File: config.mk
export PLATFORM = sky130hd
export DESIGN_NAME = rotated_window_page_sequencer_flat
export DESIGN_NICKNAME = d
export VERILOG_FILES = /design/src/rwps_pkg.sv /design/src/rwps_call_if.sv /design/src/rwps_page_if.sv /design/src/rwps_window_map.sv /design/src/rotated_window_page_sequencer.sv /design/src/flat_wrapper.sv
export VERILOG_INCLUDE_DIRS = /design/src /design/src/src
export SDC_FILE = /design/constraint.sdc
export NUM_CORES = 1
export LEC_CHECK = 0
export BUFFER_PORTS_ARGS = -buffer_cell sky130_fd_sc_hd__buf_2
export CAP_MARGIN = 25
export CORE_MARGIN = 3
export CORE_UTILIZATION = 63
export DETAILED_ROUTE_END_ITERATION = 12
export PLACE_DENSITY = 0.82
export SLEW_MARGIN = 30
export SYNTH_ARGS = -nofsm -noshare
export SYNTH_HDL_FRONTEND = slang
export SYNTH_SLANG_ARGS = --single-unit
export TNS_END_PERCENT = 10
File: constraint.sdc
create_clock -name clk -period 10.3 [get_ports clk]
set_clock_uncertainty 0.05 [all_clocks]
set_input_delay 0.515 -clock clk [delete_from_list [all_inputs] [get_ports clk]]
set_output_delay 0.515 -clock clk [all_outputs]
set_load 0.02 [all_outputs]
File: src/rotated_window_page_sequencer_macros.svh
// Assertion macros used by the page sequencer top level.
`ifndef ROTATED_WINDOW_PAGE_SEQUENCER_MACROS_SVH
`define ROTATED_WINDOW_PAGE_SEQUENCER_MACROS_SVH

// Checks that the consequent holds in the same cycle as the antecedent.
`define RWPS_ASSERT_NOW(label, clk, rst_n, ante, cons, msg) \
    label: assert property (@(posedge clk) disable iff (!rst_n) (ante) |-> (cons)) \
        else $error(msg);

// Checks that the consequent holds in the cycle after the antecedent.
`define RWPS_ASSERT_NEXT(label, clk, rst_n, ante, cons, msg) \
    label: assert property (@(posedge clk) disable iff (!rst_n) (ante) |=> (cons)) \
        else $error(msg);

`endif

File: src/rwps_pkg.sv
// Types, constants and helper functions of the rotated window page sequencer.
`default_nettype none

package rwps_pkg;

    localparam int COORD_BITS  = 9;
    localparam int ROW_BITS    = COORD_BITS + 1;
    localparam int SW          = COORD_BITS + 3;
    localparam int BYTE_SHIFT  = 3;
    localparam int BYTE_PIXELS = 8;
    localparam int SPAN_BITS   = ROW_BITS - BYTE_SHIFT;
    localparam int BYTES_BITS  = 16;

    typedef logic [COORD_BITS-1:0] coord_t;
    typedef logic [ROW_BITS-1:0]   row_t;
    typedef logic [SPAN_BITS-1:0]  span_t;
    typedef logic [BYTES_BITS-1:0] bytes_t;
    typedef logic signed [SW-1:0]  sval_t;

    typedef enum logic [1:0] {
        REG_PANEL_WIDTH  = 2'd0,
        REG_PANEL_HEIGHT = 2'd1,
        REG_ROTATION     = 2'd2,
        REG_PAGE_ROWS    = 2'd3
    } cfg_reg_t;

    typedef enum logic [1:0] {
        ROT_0   = 2'd0,
        ROT_90  = 2'd1,
        ROT_180 = 2'd2,
        ROT_270 = 2'd3
    } rot_t;

    localparam coord_t PANEL_WIDTH_RESET  = coord_t'(128);
    localparam coord_t PANEL_HEIGHT_RESET = coord_t'(296);
    localparam rot_t   ROTATION_RESET     = ROT_0;
    localparam coord_t PAGE_ROWS_RESET    = coord_t'(20);

    localparam sval_t ONE        = sval_t'(1);
    localparam sval_t BYTE_ROUND = sval_t'(BYTE_PIXELS - 1);

    typedef struct packed {
        logic   fullscreen;
        coord_t win_left;
        coord_t win_top;
        coord_t win_width;
        coord_t win_height;
    } call_t;

    typedef struct packed {
        logic   pass_started;
        logic   send_previous;
        logic   keep_going;
        row_t   page_first_row;
        row_t   page_end_row;
        row_t   column_start;
        row_t   column_end;
        bytes_t page_bytes;
    } page_t;

    typedef struct packed {
        row_t left;
        row_t right;
        row_t top;
        row_t bottom;
    } window_t;

    typedef struct packed {
        coord_t panel_width;
        coord_t panel_height;
        rot_t   rotation;
    } panel_cfg_t;

    function automatic sval_t widen(coord_t c);
        return $signed({{(SW - COORD_BITS){1'b0}}, c});
    endfunction

    function automatic sval_t sat0(sval_t v);
        return v[SW-1] ? '0 : v;
    endfunction

    function automatic sval_t floor8(sval_t v);
        sval_t s;
        s = sat0(v);
        return $signed({s[SW-1:BYTE_SHIFT], {BYTE_SHIFT{1'b0}}});
    endfunction

    function automatic sval_t ceil8(sval_t v);
        sval_t t;
        t = v + BYTE_ROUND;
        return $signed({t[SW-1:BYTE_SHIFT], {BYTE_SHIFT{1'b0}}});
    endfunction

    // The start is always a whole byte, so growing to the target is a byte ceiling.
    function automatic sval_t grow8(sval_t start, sval_t target);
        return (target > start) ? ceil8(target) : start;
    endfunction

    function automatic row_t to_row(sval_t v);
        sval_t s;
        s = sat0(v);
        return s[ROW_BITS-1:0];
    endfunction

endpackage

`default_nettype wire

File: src/rwps_call_if.sv
// Channel interface that carries one paging call.
`default_nettype none

interface rwps_call_if;
    logic           valid;
    logic           ready;
    rwps_pkg::call_t data;

    modport source (output valid, output data, input ready);
    modport sink (input valid, input data, output ready);
endinterface

`default_nettype wire

File: src/rwps_page_if.sv
// Channel interface that carries one page result.
`default_nettype none

interface rwps_page_if;
    logic           valid;
    logic           ready;
    rwps_pkg::page_t data;

    modport source (output valid, output data, input ready);
    modport sink (input valid, input data, output ready);
endinterface

`default_nettype wire

File: src/rwps_window_map.sv
// Clamps a drawing window to the panel and maps it into panel memory for the rotation.
`default_nettype none

module rwps_window_map
(
    input  wire rwps_pkg::panel_cfg_t cfg,
    input  wire rwps_pkg::call_t      call_item,
    output rwps_pkg::window_t         win
);

    rwps_pkg::sval_t pw;
    rwps_pkg::sval_t ph;
    rwps_pkg::sval_t wl;
    rwps_pkg::sval_t wt;
    rwps_pkg::sval_t wr_raw;
    rwps_pkg::sval_t wb_raw;
    rwps_pkg::sval_t ext_x;
    rwps_pkg::sval_t ext_y;
    rwps_pkg::sval_t wr;
    rwps_pkg::sval_t wb;
    rwps_pkg::sval_t l;
    rwps_pkg::sval_t r;
    rwps_pkg::sval_t t;
    rwps_pkg::sval_t b;
    rwps_pkg::sval_t l_far;
    logic            sideways;

    assign pw       = rwps_pkg::widen(cfg.panel_width);
    assign ph       = rwps_pkg::widen(cfg.panel_height);
    assign sideways = cfg.rotation[0];
    assign ext_x    = sideways ? ph : pw;
    assign ext_y    = sideways ? pw : ph;

    always_comb
    begin
        if (call_item.fullscreen)
        begin
            wl     = '0;
            wt     = '0;
            wr_raw = ext_x - rwps_pkg::ONE;
            wb_raw = ext_y - rwps_pkg::ONE;
        end
        else
        begin
            wl     = rwps_pkg::widen(call_item.win_left);
            wt     = rwps_pkg::widen(call_item.win_top);
            wr_raw = wl + rwps_pkg::widen(call_item.win_width) - rwps_pkg::ONE;
            wb_raw = wt + rwps_pkg::widen(call_item.win_height) - rwps_pkg::ONE;
        end
    end

    assign wr = (wr_raw > ext_x) ? ext_x : wr_raw;
    assign wb = (wb_raw > ext_y) ? ext_y : wb_raw;

    always_comb
    begin
        l_far = rwps_pkg::floor8(pw - wr - rwps_pkg::ONE);
        unique case (cfg.rotation)
            rwps_pkg::ROT_0:
            begin
                l = rwps_pkg::floor8(wl);
                r = rwps_pkg::grow8(l, wr);
                t = wt;
                b = wb + rwps_pkg::ONE;
            end
            rwps_pkg::ROT_90:
            begin
                l = rwps_pkg::floor8(pw - wb - rwps_pkg::ONE);
                r = rwps_pkg::grow8(l, pw - wt);
                t = wl;
                b = wr + rwps_pkg::ONE;
            end
            rwps_pkg::ROT_180:
            begin
                r = rwps_pkg::ceil8(rwps_pkg::sat0(pw - wl));
                l = (r < l_far) ? r : l_far;
                t = ph - wb - rwps_pkg::ONE;
                b = ph - wt;
            end
            rwps_pkg::ROT_270:
            begin
                l = rwps_pkg::floor8(wt);
                r = rwps_pkg::grow8(l, wb);
                t = ph - wr - rwps_pkg::ONE;
                b = ph - wl;
            end
        endcase
    end

    assign win.left   = rwps_pkg::to_row(l);
    assign win.right  = rwps_pkg::to_row(r);
    assign win.top    = rwps_pkg::to_row(t);
    assign win.bottom = rwps_pkg::to_row(b);

endmodule

`default_nettype wire

File: src/rotated_window_page_sequencer.sv
// Top level of the rotated window page sequencer.
//
//   Channel  Carries                           Handshake
//   call     one paging call (window fields)   valid/ready, sink
//   page     one page result per call          valid/ready, source
//   cfg_*    panel size, rotation, page rows   write enable, no wait
//
// One transaction per cycle is sustained while the page channel is ready; each call takes three register stages.
// A taken call passes the entry, middle and output registers in turn before its result is presented.
// The window mapping is registered on entry, the page step and pass state update
// in the middle stage, and the byte-length multiply fills the output register.
// Reset clears the pass state and loads the default panel configuration.
// A stalled output holds its result while empty stages upstream keep filling.
`default_nettype none

module rotated_window_page_sequencer
(
    input  wire                     clk,
    input  wire                     rst_n,
    input  wire                     cfg_we,
    input  wire rwps_pkg::cfg_reg_t cfg_index,
    input  wire rwps_pkg::coord_t   cfg_data,
    rwps_call_if.sink               call,
    rwps_page_if.source             page
);

`include "rotated_window_page_sequencer_macros.svh"

    rwps_pkg::coord_t   panel_width_reg;
    rwps_pkg::coord_t   panel_height_reg;
    rwps_pkg::rot_t     rotation_reg;
    rwps_pkg::coord_t   page_rows_reg;
    rwps_pkg::panel_cfg_t panel_cfg;

    rwps_pkg::window_t  call_win;
    logic               s1_valid_reg;
    rwps_pkg::window_t  s1_win_reg;

    logic               pass_active_reg;
    rwps_pkg::window_t  win_state_reg;
    rwps_pkg::row_t     cur_top_reg;
    rwps_pkg::row_t     cur_bot_reg;

    logic               s2_valid_reg;
    rwps_pkg::page_t    s2_page_reg;
    rwps_pkg::row_t     s2_rows_reg;
    rwps_pkg::span_t    s2_span_reg;

    logic               out_valid_reg;
    rwps_pkg::page_t    out_page_reg;

    logic               load1;
    logic               load2;
    logic               load3;
    logic               advance2;

    logic               use_new;
    rwps_pkg::window_t  win_cur;
    logic               send;
    rwps_pkg::row_t     top;
    logic [rwps_pkg::ROW_BITS:0] reach;
    rwps_pkg::row_t     bot;
    rwps_pkg::row_t     row_diff;
    rwps_pkg::row_t     rows_span;
    rwps_pkg::row_t     col_diff;
    logic               keep;
    rwps_pkg::page_t    s2_page_next;
    logic [rwps_pkg::ROW_BITS+rwps_pkg::SPAN_BITS-1:0] prod;
    rwps_pkg::page_t    out_page_next;

    always_ff @(posedge clk or negedge rst_n)
    begin
        if (!rst_n)
        begin
            panel_width_reg  <= rwps_pkg::PANEL_WIDTH_RESET;
            panel_height_reg <= rwps_pkg::PANEL_HEIGHT_RESET;
            rotation_reg     <= rwps_pkg::ROTATION_RESET;
            page_rows_reg    <= rwps_pkg::PAGE_ROWS_RESET;
        end
        else if (cfg_we)
        begin
            unique case (cfg_index)
                rwps_pkg::REG_PANEL_WIDTH:  panel_width_reg  <= cfg_data;
                rwps_pkg::REG_PANEL_HEIGHT: panel_height_reg <= cfg_data;
                rwps_pkg::REG_ROTATION:     rotation_reg     <= rwps_pkg::rot_t'(cfg_data[1:0]);
                rwps_pkg::REG_PAGE_ROWS:    page_rows_reg    <= cfg_data;
            endcase
        end
    end

    assign panel_cfg.panel_width  = panel_width_reg;
    assign panel_cfg.panel_height = panel_height_reg;
    assign panel_cfg.rotation     = rotation_reg;

    rwps_window_map u_window_map
    (
        .cfg       (panel_cfg),
        .call_item (call.data),
        .win       (call_win)
    );

    assign load3      = !out_valid_reg || page.ready;
    assign load2      = !s2_valid_reg || load3;
    assign call.ready = !s1_valid_reg || load2;
    assign load1      = call.valid && call.ready;
    assign advance2   = s1_valid_reg && load2;

    always_comb
    begin
        use_new   = !pass_active_reg;
        win_cur   = use_new ? s1_win_reg : win_state_reg;
        send      = !use_new && !(win_state_reg.bottom < cur_top_reg ||
                                  win_state_reg.top > cur_bot_reg);
        top       = use_new ? s1_win_reg.top : cur_top_reg + {1'b0, page_rows_reg};
        reach     = {1'b0, top} + {2'b00, page_rows_reg};
        bot       = (reach < {1'b0, win_cur.bottom}) ? reach[rwps_pkg::ROW_BITS-1:0]
                                                     : win_cur.bottom;
        row_diff  = bot - top;
        rows_span = (bot > top) ? row_diff : '0;
        col_diff  = win_cur.right - win_cur.left;
        keep      = top < win_cur.bottom;

        s2_page_next.pass_started   = use_new;
        s2_page_next.send_previous  = send;
        s2_page_next.keep_going     = keep;
        s2_page_next.page_first_row = top;
        s2_page_next.page_end_row   = bot;
        s2_page_next.column_start   = win_cur.left;
        s2_page_next.column_end     = win_cur.right;
        s2_page_next.page_bytes     = '0;
    end

    always_comb
    begin
        prod                     = s2_rows_reg * s2_span_reg;
        out_page_next            = s2_page_reg;
        out_page_next.page_bytes = rwps_pkg::bytes_t'(prod);
    end

    always_ff @(posedge clk or negedge rst_n)
    begin
        if (!rst_n)
        begin
            s1_valid_reg    <= 1'b0;
            s2_valid_reg    <= 1'b0;
            out_valid_reg   <= 1'b0;
            pass_active_reg <= 1'b0;
            win_state_reg   <= '0;
            cur_top_reg     <= '0;
            cur_bot_reg     <= '0;
        end
        else
        begin
            if (call.ready)
            begin
                s1_valid_reg <= call.valid;
            end
            if (load2)
            begin
                s2_valid_reg <= s1_valid_reg;
            end
            if (load3)
            begin
                out_valid_reg <= s2_valid_reg;
            end
            if (advance2)
            begin
                pass_active_reg <= keep;
                cur_top_reg     <= top;
                cur_bot_reg     <= bot;
                if (use_new)
                begin
                    win_state_reg <= s1_win_reg;
                end
            end
        end
    end

    always_ff @(posedge clk)
    begin
        if (load1)
        begin
            s1_win_reg <= call_win;
        end
        if (advance2)
        begin
            s2_page_reg <= s2_page_next;
            s2_rows_reg <= rows_span;
            s2_span_reg <= col_diff[rwps_pkg::ROW_BITS-1:rwps_pkg::BYTE_SHIFT];
        end
        if (load3 && s2_valid_reg)
        begin
            out_page_reg <= out_page_next;
        end
    end

    assign page.valid = out_valid_reg;
    assign page.data  = out_page_reg;

    `RWPS_ASSERT_NEXT(a_pass_end, clk, rst_n, advance2 && !keep, !pass_active_reg, "Pass state stayed active after the last page.")
    `RWPS_ASSERT_NEXT(a_window_latch, clk, rst_n, advance2 && use_new, win_state_reg == $past(s1_win_reg), "Window was not latched on the first call of a pass.")
    `RWPS_ASSERT_NOW(a_first_no_send, clk, rst_n, out_valid_reg && out_page_reg.pass_started, !out_page_reg.send_previous, "First call of a pass asked to send a page.")
    `RWPS_ASSERT_NOW(a_bytes_in_window, clk, rst_n, out_valid_reg && (out_page_reg.page_bytes != '0), out_page_reg.page_end_row > out_page_reg.page_first_row, "Nonzero byte length for an empty page.")
    `RWPS_ASSERT_NEXT(a_mid_stall_hold, clk, rst_n, s2_valid_reg && !load3, s2_valid_reg && $stable(s2_page_reg), "Middle stage lost its transaction during a stall.")

endmodule

`default_nettype wire
File: src/flat_wrapper.sv
// flat-port wrapper written by rule: the top's interface ports become plain ports
module rotated_window_page_sequencer_flat 
  (clk, rst_n, cfg_we, cfg_index, cfg_data, call_valid, call_data, call_ready, page_valid, page_data, page_ready);
  rwps_call_if call_i ();
  rwps_page_if page_i ();
  input  wire clk;
  input  wire rst_n;
  input  wire cfg_we;
  input  wire rwps_pkg::cfg_reg_t cfg_index;
  input  wire rwps_pkg::coord_t cfg_data;
  input wire logic [$bits(call_i.valid)-1:0] call_valid;
  input wire logic [$bits(call_i.data)-1:0] call_data;
  output wire logic [$bits(call_i.ready)-1:0] call_ready;
  output wire logic [$bits(page_i.valid)-1:0] page_valid;
  output wire logic [$bits(page_i.data)-1:0] page_data;
  input wire logic [$bits(page_i.ready)-1:0] page_ready;
  assign call_i.valid = call_valid;
  assign call_i.data = call_data;
  assign call_ready = call_i.ready;
  assign page_valid = page_i.valid;
  assign page_data = page_i.data;
  assign page_i.ready = page_ready;
  rotated_window_page_sequencer u_core (.clk(clk), .rst_n(rst_n), .cfg_we(cfg_we), .cfg_index(cfg_index), .cfg_data(cfg_data), .call(call_i), .page(page_i));
endmodule
* Yosys cells after proc, flatten, opt, wreduce, memory -nomap -nowiden
Cells that the tools add are included.
** Word-level totals
- Register bits :: 252
- Logic and storage cells :: 126
- Output and inout port bits :: 61
- Bits of input ports :: 53
** Cells by class
- Equality and inequality tests :: 6
- Magnitude comparators :: 11
- Reduce and logical (&&, ||, !) cells :: 20
- Bitwise operators :: 1
- $add $sub $neg :: 28
- Multiply operators :: 1
- Mux-type cells :: 24
** Operator list (count)
- $pmux 12 s4 :: 4
- $mux 12 :: 8
- $sub 10x12->12 :: 8
- $sub 12x2->12 const B :: 5
- $mux 11 :: 5
- $gt 12x12->1 :: 4
- $mux 40 :: 1
- $add 12x4->12 const B :: 3
- $mux 9 :: 4
- $add 12x2->12 const B :: 2
- $sub 10x1->11 const B :: 2
- $add 9x9->10 :: 2
- $gt 10x10->1 :: 2
- $lt 10x10->1 :: 2
- $mux 10 :: 2
- $sub 10x10->10 :: 2
- $mul 10x7->16 :: 1
- $add 11x3->12 const B :: 1
- $gt 12x10->1 :: 1
- $lt 12x12->1 :: 1
- $add 10x9->11 :: 1
- $lt 11x10->1 :: 1
- $add 10x9->10 :: 1
- $reduce_and 2->1 :: 5
- other kinds (8) :: 23

* Logic depth before layout (Yosys ltp)
- Depth in word-level cells :: 11
- Gate-level depth with buffers :: 46
- Depth with buffers taken out :: 45

* Cells and area by module
A second synthesis with hierarchy kept.
** Second synthesis, totals
- Cells, all modules :: 2280
- Area total of the unflattened synthesis :: 21924.8 µm²
** Modules (own cells, without submodules)
- rotated_window_page_sequencer :: cells each 1033, times used 1, area an instance 13213.9 µm²
- rwps_window_map :: cells each 1247, times used 1, area an instance 8710.9 µm²

* Worst setup path before layout
No wires, ideal clock.
- Path kind :: register -> register
- Start point :: register u_core.rotation_reg[0]
- End point :: register u_core.s1_win_reg[34] in the netlist's numbering, data pin
- Data arrival time :: 8.311 ns
- Cell stages (with the launch flop) :: 45
- Setup slack :: 1.683 ns
- Setup time :: 0.256 ns
- Period minus slack after synthesis :: 8.617 ns
- Data required time :: 9.994 ns
- Cell sequence :: dfrtp_1 buf_6 buf_2 buf_2 buf_2 mux2i_1 ha_1 o2111ai_4 xnor2_1 nand2_1 o21ai_0 inv_1 ha_1 a21oi_1 nand2_1 a211o_1 o21ai_1 a31o_2 [... 9 more ...] o2111ai_1 maj3_1 a21o_1 a21o_1 nand2_1 ha_1 a21o_1 a21o_1 a21oi_1 nor2b_1 o21ai_0 nand2b_1 a221o_1 ha_1 nand2b_1 a21oi_1 nor2_1 a22o_1
** Between the ends
- Word-level cells in the longest chain between the ends :: 11
** Ends and longest elaborated chain
- start: declaration :: line rotated_window_page_sequencer.sv:31 : rwps_pkg::rot_t rotation_reg;
- start signal: assignment :: line rotated_window_page_sequencer.sv:77 : rotation_reg <= rwps_pkg::ROTATION_RESET;
- start signal: assignment :: line rotated_window_page_sequencer.sv:85 : rwps_pkg::REG_ROTATION: rotation_reg <= rwps_pkg::rot_t'(cfg_data[1:0]);
- $mux 9 :: line rwps_window_map.sv:31 : assign ext_x = sideways ? ph : pw;
- $sub 12x2->12 :: line rwps_window_map.sv:40 : wr_raw = ext_x - rwps_pkg::ONE;
- $mux 12 :: line rwps_window_map.sv:36 : if (call_item.fullscreen)
- $gt 12x12->1 :: line rwps_window_map.sv:52 : assign wr = (wr_raw > ext_x) ? ext_x : wr_raw;
- $mux 12 :: line rwps_window_map.sv:52
- $sub 10x12->12 :: line rwps_window_map.sv:57 : l_far = rwps_pkg::floor8(pw - wr - rwps_pkg::ONE);
- $sub 12x2->12 :: line rwps_window_map.sv:57
- $mux 11 :: line rwps_pkg.sv:79 : return v[SW-1] ? '0 : v;
- $lt 12x12->1 :: line rwps_window_map.sv:76 : l = (r < l_far) ? r : l_far;
- $mux 12 :: line rwps_window_map.sv:76
- $pmux 12 s4 (*) :: line rwps_window_map.sv:58 : unique case (cfg.rotation)
- end signal: assignment :: line rotated_window_page_sequencer.sv:183 : s1_win_reg <= call_win;
- end: declaration :: line rotated_window_page_sequencer.sv:37 : rwps_pkg::window_t s1_win_reg;
Every way passes the cells marked *; elsewhere a longest branch is shown, timed or not.
A chain may end at the register's enable or synchronous reset.

* Worst setup path after layout
Ends and elaborated chain as after synthesis.

==> run_results.csv <==
group,metric,value,unit
status,status,"finished, final reports clean",
sta,slew_headroom,33.1,%
worst_setup_path,critPathLaunchType,"flip-flop",
yosys,yosys.area.top_type_share,21.8,%
routing,drc,0,
global_routing,antenna_found_initial,0,
final_layout,area_growth,8.88,%
routing,first_pass_iters,5,
sta,finalCritPeriodShare,92.1,%
routing,drt-total-wl,59200,um
yosys,synth_edf_count,153,
worst_setup_path,crit_buf_inv,4,
floorplanning,die_area,0.0357,mm2
routing,wire_per_inst,21.5,um
final_layout,fin_area,0.0229,mm2
floorplanning,ios,114,
yosys,ys_seq_area_share,32.9,%
floorplanning,core,0.0328,mm2
floorplanning,initial_core_util,64.2,%
final_layout,fin_nets,2640,
yosys,ys_top_cells_by_count,"252 x inv_1, 238 x ha_1, 171 x nand2_1, 153 x edfxtp_1, 133 x nor2_1",
routing,vias,17195,
cts,cts_root_buf,"clkbuf_16",
worst_setup_path,critical_path.max_stage_delay,0.81,ns
worst_setup_path,criticalPathCategory,"flip-flop to flip-flop",
min_path,hold_path.class,"input port to flip-flop",
cts,clk_pin_slew_worst_paths,0.06,ns
yosys,syn_nets,2533,
global_routing,grt_first_pass_wirelength,93800,um
routing,postRouteAntennaNets,0,
cts,clockBufferDepth,3,
routing,drt_iter0_markers,1575,
final_layout,final_layout_size_suffix_gt1_share,13.2,%
cts,cts_tree,"yes",
sta,rsz0062_at_grt,"no",
placed_design,place_area,0.0221,mm2
cts,clock_sinks,246,
yosys,yosys_warnings,0,
global_routing,grt_pass1_vias,17257,
yosys,post_synth_num_cell_types,94,
floorplanning,die_w,189,um
yosys,avgSynthCellArea,9.60,um2
yosys,synth-async-reset-ratio,37.8,%
cts,clk_latency,0.51,ns
yosys,ys.flop_type,"edfxtp_1",
yosys,synth.largest_area_cell,"edfxtp_1",
sta,report.final.slew_viol_count,0,
placed_design,dp_hpwl,45600,um
placed_design,gp_congestion,0.997,
worst_setup_path,crit_family,"compound AO/OA/AOI/OAI gates",
cts,post_cts_buffers,0,
global_routing,grt_use_total,33.2,%
floorplanning,rows,66,
global_routing,grt.overflow.total,0,
yosys,synth_cells,2194,
placed_design,portBuffers,113,
yosys,synth-seq-cells,246,
sta,fmax,105,MHz
floorplanning,chipHeight,189,um
worst_setup_path,crit_arrival,9.70,ns
yosys,syn_area,0.0211,mm2
sta,finalSetupTns,0,ns
yosys,yosysMostFrequentCell,"inv_1",
yosys,synth_area_leaders,"edfxtp_1 22%, ha_1 14%, dfrtp_1 10%",
sta,worst_pin_slew,1.00,ns
worst_setup_path,worst_setup_path_end_kind,"flip-flop",
flow_run,drv_cap,0,
cts,h-tree-depth,1,
worst_setup_path,crit_fanout,33,
sta,hold_viol,0,
routing,routed_via_density,6.23,
cts,cts_buffers,25,
worst_setup_path,critPathSlowestCell,"dfrtp_2",
sta,setup_viol,0,
sta,period_minus_slack,9.48,ns
worst_setup_path,required,10.52,ns
global_routing,grt_max_degree,70,
final_layout,largest_reg_flops,59,
final_layout,n_fill_cell,2458,
final_layout,antennaDiodeCount,0,
worst register-to-register path: cells and delay by family, from the launching register on:
kind	cells	cell delay, ns
AOI/OAI and AO/OA	18	3.93
xor gates and xnor gates	1	0.20
adders and majority gates	5	1.68
buffers and inverters	4	0.74
DFF	1	0.81
muxes	2	0.86
and+or+nand+nor	10	0.99
kinds of logic after synthesis:
| group | share of synthesized area, % |
|---|---|
| AO/OA/AOI/OAI | 16.0 |
| XOR/XNOR | 5.31 |
| adder cells (fa/ha/maj) | 18.9 |
| buffers and inverters | 5.93 |
| flip-flops | 32.9 |
| multiplexers | 7.64 |
| other | 0.0178 |
| AND/OR/NAND/NOR | 13.3 |
final timing paths:
kind / from / end / slack [ns] / depth (start not counted)
min: call_valid / u_core.s1_valid_reg / 0.15 / 2
max reg2reg: u_core.rotation_reg[0] / u_core.s1_win_reg[34] / 0.82 / 40
max in group asynchronous: rst_n / u_core.win_state_reg[34] / 8.62 / 3
min in group asynchronous: rst_n / u_core.panel_width_reg[3] / 0.50 / 2
max: u_core.rotation_reg[0] / u_core.s1_win_reg[34] / 0.82 / 40
min reg2reg: u_core.out_page_next[34] / u_core.page.data[34] / 0.37 / 0
cell type report:
type                    instances  area [um2]  area share, %
clock buffers                  31         658           2.87
clock inverters                13         123          0.535
inverters                     255         962           4.20
multi-input cells            1628       12900           56.2
flip-flops and latches        246        6930           30.2
well taps                     442         553           2.41
repair buffers                145         811           3.54
layout by cell type (no fill, tap or decap), types with 17 or more instances in the layout:
cell type and count:
a211oi_1 22, a21o_1 60, a21oi_1 119, and2_1 48, buf_2 112, buf_4 32
clkbuf_16 25, dfrtp_1 86, edfxtp_1 153, fa_1 48, ha_1 238, inv_1 252
mux2_2 71, mux2i_1 67, nand2_1 170, nand2b_1 36, nand3_1 30, nor2_1 133
nor2b_1 17, nor3_1 41, o21a_1 31, o21ai_0 93, o21bai_1 24, xnor2_1 95
xor2_1 30
layer usage:
| layer | up-vias | part of all wire, % | global-route usage (%) |
|---|---|---|---|
| met4 | 0 | 5.7 | 16.6 |
| li1 | 8001 | - | - |
| met2 | 714 | 47 | 55.4 |
| met1 | 8314 | 41 | 43.1 |
| met3 | 166 | 6.5 | 3.91 |
| met5 | - | 0 | 0 |
what timing repair did:
item                                   CTS  global route
hold buffers                             1             0
gates resized for setup                  0             0
endpoints found under the hold margin   41             0
through the flow:
| stage | setup slack, ns | utilization [%] | hold WS, ns | cells |
|---|---|---|---|---|
| 6_report | 0.818 | 69.9 | 0.149 | 2760 |
| 2_1_floorplan | 1.68 | - | 0.169 | 2194 |
| 3_3_place_gp | 1.20 | 67.5 | 0.351 | 2715 |
| 5_1_grt | 0.242 | 69.9 | 0.163 | 2760 |
| 3_5_place_dp | 0.933 | 67.5 | 0.355 | 2715 |
| 4_1_cts | 1.03 | 69.9 | 0.144 | 2760 |
Power is not shown: default switching activity piles up to over one toggle a cycle in this logic, so the estimate is an artifact.
